**src/gdtf_pkg.sv**
```systemverilog
// ----------------------------------------------------------------------------
// gdtf_pkg
// Shared widths, row layout and control types for the graph distance term
// filter.
// ----------------------------------------------------------------------------
package gdtf_pkg;

   localparam int VERTEX_W  = 8;
   localparam int COEFF_W   = 32;
   localparam int CFG_W     = 4;
   localparam int SLOTS     = 4;
   localparam int NBR_SLOTS = SLOTS - 1;
   localparam int CNT_W     = 2;
   localparam int TERM_PORTS = 8;
   localparam int JDX_W     = 4;

   localparam int DEF_VERTEX_COUNT = 128;
   localparam int DEF_MAX_TERM_DIM = 8;

   localparam logic [CFG_W-1:0] TERM_DIM_RESET = CFG_W'(8);
   localparam logic [CNT_W-1:0] CNT_FULL       = CNT_W'(NBR_SLOTS);

   localparam logic FUNC_LOAD  = 1'b0;
   localparam logic FUNC_CHECK = 1'b1;

   // One table row: neighbor count and up to three neighbors (self is implied)
   typedef struct packed {
      logic [CNT_W-1:0]                   cnt;
      logic [NBR_SLOTS-1:0][VERTEX_W-1:0] nbr;
   } row_type;

   // Control from the sequencer to the list matcher
   typedef struct packed {
      logic clear;
      logic load;
   } match_ctl_type;

endpackage

```
**src/gdtf_table.sv**
```systemverilog
// ----------------------------------------------------------------------------
// gdtf_table
// Dual-port neighbor table, one row per vertex, with registered read data
// and a valid bit per row so an unwritten row reads as an empty list.
// ----------------------------------------------------------------------------
module gdtf_table
   import gdtf_pkg::*;
#(
   parameter int VERTEX_COUNT = DEF_VERTEX_COUNT,
   localparam int IDX_W = $clog2(VERTEX_COUNT)
) (
   input  logic             clock,
   input  logic             reset,
   input  logic             rd_en,
   input  logic [IDX_W-1:0] rd_addr,
   input  logic             wr_en,
   input  logic [IDX_W-1:0] wr_addr,
   input  row_type          wr_row,
   output row_type          rd_row
);

   row_type                 mem [VERTEX_COUNT];
   row_type                 rd_data_ff;
   logic                    rd_vld_ff;
   logic [VERTEX_COUNT-1:0] row_vld_ff;

   // Write and read the row storage
   always_ff @(posedge clock) begin
      if (wr_en) begin
         mem[wr_addr] <= wr_row;
      end
      if (rd_en) begin
         rd_data_ff <= mem[rd_addr];
      end
   end

   // Track which rows hold data
   always_ff @(posedge clock) begin
      if (reset) begin
         row_vld_ff <= '0;
         rd_vld_ff  <= 1'b0;
      end else begin
         if (wr_en) begin
            row_vld_ff[wr_addr] <= 1'b1;
         end
         if (rd_en) begin
            rd_vld_ff <= row_vld_ff[rd_addr];
         end
      end
   end

   // Present an unwritten row as having no neighbors
   always_comb begin
      rd_row     = rd_data_ff;
      rd_row.cnt = rd_vld_ff ? rd_data_ff.cnt : '0;
   end

endmodule

```
**config.mk**
```make
export PLATFORM = sky130hd
export DESIGN_NAME = gdtf_table
export DESIGN_NICKNAME = d
export VERILOG_FILES = /design/src/gdtf_pkg.sv /design/src/gdtf_table.sv
export SDC_FILE = /design/constraint.sdc
export NUM_CORES = 2
export LEC_CHECK = 0
export BUFFER_PORTS_ARGS = -buffer_cell sky130_fd_sc_hd__buf_2
export CAP_MARGIN = 25
export CORE_ASPECT_RATIO = 0.5
export CORE_MARGIN = 4
export CORE_UTILIZATION = 35
export CTS_CLUSTER_SIZE = 14
export DETAILED_ROUTE_END_ITERATION = 8
export HOLD_SLACK_MARGIN = 0.02
export SYNTH_ARGS = -nofsm -noshare
export SYNTH_HDL_FRONTEND = slang
export SYNTH_SLANG_ARGS = --single-unit
```
**constraint.sdc**
```tcl
create_clock -name clock -period 4.2 [get_ports clock]
set_input_delay 0.21 -clock clock [delete_from_list [all_inputs] [get_ports clock]]
set_output_delay 0.21 -clock clock [all_outputs]
set_load 0.05 [all_outputs]
```
# [Word-level counts from Yosys, hierarchy flattened]
# Memories as Yosys holds them, arrays and structs flattened. A register that Yosys moved wholly into a read port is not among the register bits.
# Cells that the tools add are included.
[totals] wordCells=15 register_bits=129 output_inout_bits=26 ramBits=3328 n_memories=1 inputBits=44
[op_classes] n_bitwise=1 n_mux=7 n_reduce_logical=1 n_lt_le_gt_ge=3
[mem_list] name="mem" words=128 word_bits=26 rd=1 rd_ports_with_merged_regs=1 write_ports=1 line="gdtf_table.sv:22" text="row_type mem [VERTEX_COUNT];"
[op_table] op="$or 128x128->128" count=1
[op_table] op="$lt 7x8->1 const B" count=2
[op_table] op="$bmux 1 s7" count=1
[op_table] op="$demux 1 s7" count=1
[op_table] op="$ge 7x1->1 const B" count=1
[op_table] op="$mux 1" count=4
[op_table] op="$mux 2" count=1
[op_table] op="$logic_and 1x1->1" count=1

# [Logic depth before layout (Yosys ltp)]
[depth] word_depth=5 depth_mapped=11 ltp_nobuf=6

# [Worst setup path before layout]
# Ideal clock, no wire load.
[synth_path] path_type="input to register" from="input wr_addr[1]" to="memory mem[26][0] (netlist name), enable pin" slack_ps=1183 setup_time_ps=410 path_buffers=2 t_required_ps=3790 path_stages=5 t_arrival_ps=2606 cell_sequence="clkbuf_1 or3b_2 or2_2 clkbuf_1 nor2_1"
[synth_rtl] element="from (decl)" line="gdtf_table.sv:17" text="input logic [IDX_W-1:0] wr_addr,"
[synth_rtl] element="to (decl)" line="gdtf_table.sv:22"
# Straight into the memory's write port.

==> results.ini <==
[place]
place_area_um2 = 141000
numPortBuffers = 69
post-place-ws_ns = 0.392
place.gp.congestion = 0.818
dp_hpwl_mm = 207

[timing]
tightest_slew_ns = 1.13
fin_crit_sh = 0.706
finalHoldViolCount = 0
drv_slew = 0
final.setup_skew_ns = 0.0697
final-setup-viol-count = 0
finalCriticalPeriod_ns = 2.97
clock.fmax_mhz = 337
setup_tns_ns = 0
setup_ws_ns = 1.23
rsz0062_at_grt = no
slew_headroom = 0.243

[final_layout]
area_delta_synth_final_pct = 14.8
drive_gt1_frac = 0.272
final_util = 0.404
nFillCells = 33000
fin_area_um2 = 152000
nets = 6781

[grt]
grt_pass1_vias = 65600
grt_max_degree = 98
antenna_found_initial = 33
grt_first_pass_wirelength_mm = 507
gr-total-overflow = 0
track_usage = 0.181

[worst_setup_path]
crit_fanout = 51
crit_chain = buf_8, buf_12, buf_4, buf_4, buf_4, mux4_2, o21ai_0, a31oi_1, nand3_1, nand4_1
slowest_delay_ns = 0.57
start_kind = input pin
critical_path_class = in2reg
cpMostUsedCell = buf_4
cp-end-kind = register
crit_required_ns = 4.94
cp.arrival_ns = 3.71
critPathSlowestCell = a31oi_1

[power]
p_leak_nw = 46.9
totalPowerFinal_mw = 70.5
power.density_nw_per_um2 = 464
ir_worst_vdd_uv = 346

[synthesis]
yosys.area.top_type = edfxtp_1
synth.distinct_cells = 47
synth_ff_type = edfxtp_1
synth_fp_nets = 6351
synthCells = 6307
synth_edf_count = 3354
ys_ff_latch = 3483
synth_area_per_cell_um2 = 21.0
synth-warning-count = 0
seq_area_frac_synth = 0.780
async_flop_share = 0
yosysTopAreaCellShare = 0.761
synth_area_leaders = edfxtp_1 (76%), mux4_2 (15%), dfxtp_1 (2.0%), nor2_1 (1.3%), nand2_1 (0.93%)
synthesis.area_um2 = 132000

[clock_tree]
hold_buffers = 27
cts-buffers-inserted = 336
clk_latency_ns = 0.89
path_clk_slew_ns = 0.06
cts_sinks = 3483
cts.htree.levels = 5
cts_tree = yes
clk_path_buf_depth = 4
ctsResizeCount = 0
cts-root-buf = clkbuf_16
postCtsSetupBuffers = 0

[outcome]
status = finished, final reports clean

[drt]
drt_iter0_drc = 8728
vias = 66800
wl_per_cell_um = 30.0
drc = 0
ant_nets = 0
routed_wl_mm = 359
vias_per_cell = 5.57
dr.pass1.iters = 6

[floorplan]
ios = 70
coreArea_um2 = 376000
dieArea_um2 = 389000
num_rows = 159
dieHeight_um = 443
fp.dieW_um = 878
start_util = 0.352

[run]
cap_violations = 0

[worst_hold_path]
hold_class = in2reg

-- layout make-up --
class | count | area [um^2] | area share
clock buffer | 437 | 9130 | 0.0601
multi-input combinational | 2435 | 28000 | 0.184
antenna | 11 | 27.5 | 0.000181
sequential | 3483 | 103000 | 0.680
timing repair buffer | 477 | 4300 | 0.0283
inverter | 4 | 17.5 | 0.000115
clock inverter | 149 | 1030 | 0.00676
tap | 4991 | 6240 | 0.0411
-- where the power goes --
part / internal [mW] / leakage (nW) / switching (mW)
clock network: 16.0 / 4.99 / 12.7
logic: 1.18 / 10.7 / 2.28
registers: 38.2 / 31.2 / 0.0762
total: 55.4 / 46.9 / 15.1
-- sequential cells by signal, summed over array words and instances, names as in the netlist --
name and cells:
mem 3328, row_vld_ff 128, rd_data_ff 2, rd_vld_ff 1, rd_row 24
-- synth_stat cells (2+ instances only) --
| cell type | n |
|---|---|
| a22oi_1 | 54 |
| mux4_1 | 2 |
| a211oi_1 | 2 |
| dfxtp_1 | 129 |
| nand3_1 | 170 |
| nor3_1 | 2 |
| nor4_1 | 26 |
| buf_12 | 6 |
| mux4_2 | 856 |
| edfxtp_1 | 3354 |
| o21ba_2 | 2 |
| nand3b_1 | 58 |
| buf_2 | 82 |
| o21ai_0 | 132 |
| buf_6 | 15 |
| nor4b_2 | 2 |
| or2_2 | 6 |
| nor2_1 | 448 |
| buf_4 | 46 |
| nor2b_1 | 11 |
| nand4_1 | 55 |
| a31oi_1 | 57 |
| nand2_1 | 328 |
| inv_1 | 4 |
| buf_1 | 37 |
| o2111ai_1 | 4 |
| and2_1 | 5 |
| a21oi_1 | 81 |
| a311oi_1 | 2 |
| clkbuf_1 | 198 |
| a22o_1 | 52 |
| mux2i_1 | 15 |
| o22ai_1 | 52 |
-- final timing paths --
kind	startpoint	end	slack, ns	cells past startpoint
worst min register to register	row_vld_ff[46]$_SDFFE_PP0P_	row_vld_ff[46]$_SDFFE_PP0P_	0.47	2
worst max register to register	mem[119][12]$_DFFE_PP_	rd_row[12]$_DFFE_PP_	1.33	6
worst min-delay path	wr_row[25]	mem[114][25]$_DFFE_PP_	0.02	1
worst max-delay path	rd_addr[1]	rd_row[14]$_DFFE_PP_	1.23	10
-- worst max-delay path, delay by kind of cell --
kind | cells | cell delay [ns]
simple gates | 2 | 0.79
mux | 1 | 0.18
buf+inv | 5 | 1.75
compound gates | 2 | 0.64
-- cells in the final DEF (no fill, tap or decap), types with 49 or more instances in the layout --
master,instances
edfxtp_1,3354
mux4_2,856
buf_4,349
clkbuf_16,348
nand2_1,326
nor2_1,316
nand3_1,168
o21ai_0,131
dfxtp_1,129
a21oi_1,81
clkbuf_1,80
nor2_4,71
clkinv_1,71
nor2_2,61
nand3b_1,58
a31oi_1,57
clkinv_2,56
nand4_1,55
a22oi_1,54
o22ai_1,52
a22o_1,52
buf_12,49
-- logic make-up (layout without fill, tap and decap cells) --
family,Yosys count,count (layout),synth area share
flops,3483,3483,0.780
compound gates,443,443,0.0207
buf+inv,389,1067,0.0148
mux,874,874,0.147
simple gates,1118,1118,0.0373
other cells,0,11,0
-- routing by layer --
layer	track usage	part of all wire	up-vias
met4	0.0451	0.026	6
met3	0.0327	0.091	542
met5	0	0.000089	-
met1	0.263	0.42	36200
met2	0.283	0.47	3136
li1	-	-	26900
-- through the flow --
stage          instances  hold slack [ns]
6_report           12000           0.0189
5_1_grt            12000           0.0248
4_1_cts            12000           0.0209
3_5_place_dp       11400            0.454
3_3_place_gp       11400            0.443
2_1_floorplan       6307            0.309
No activity file was read; power rests on OpenSTA's default activity.
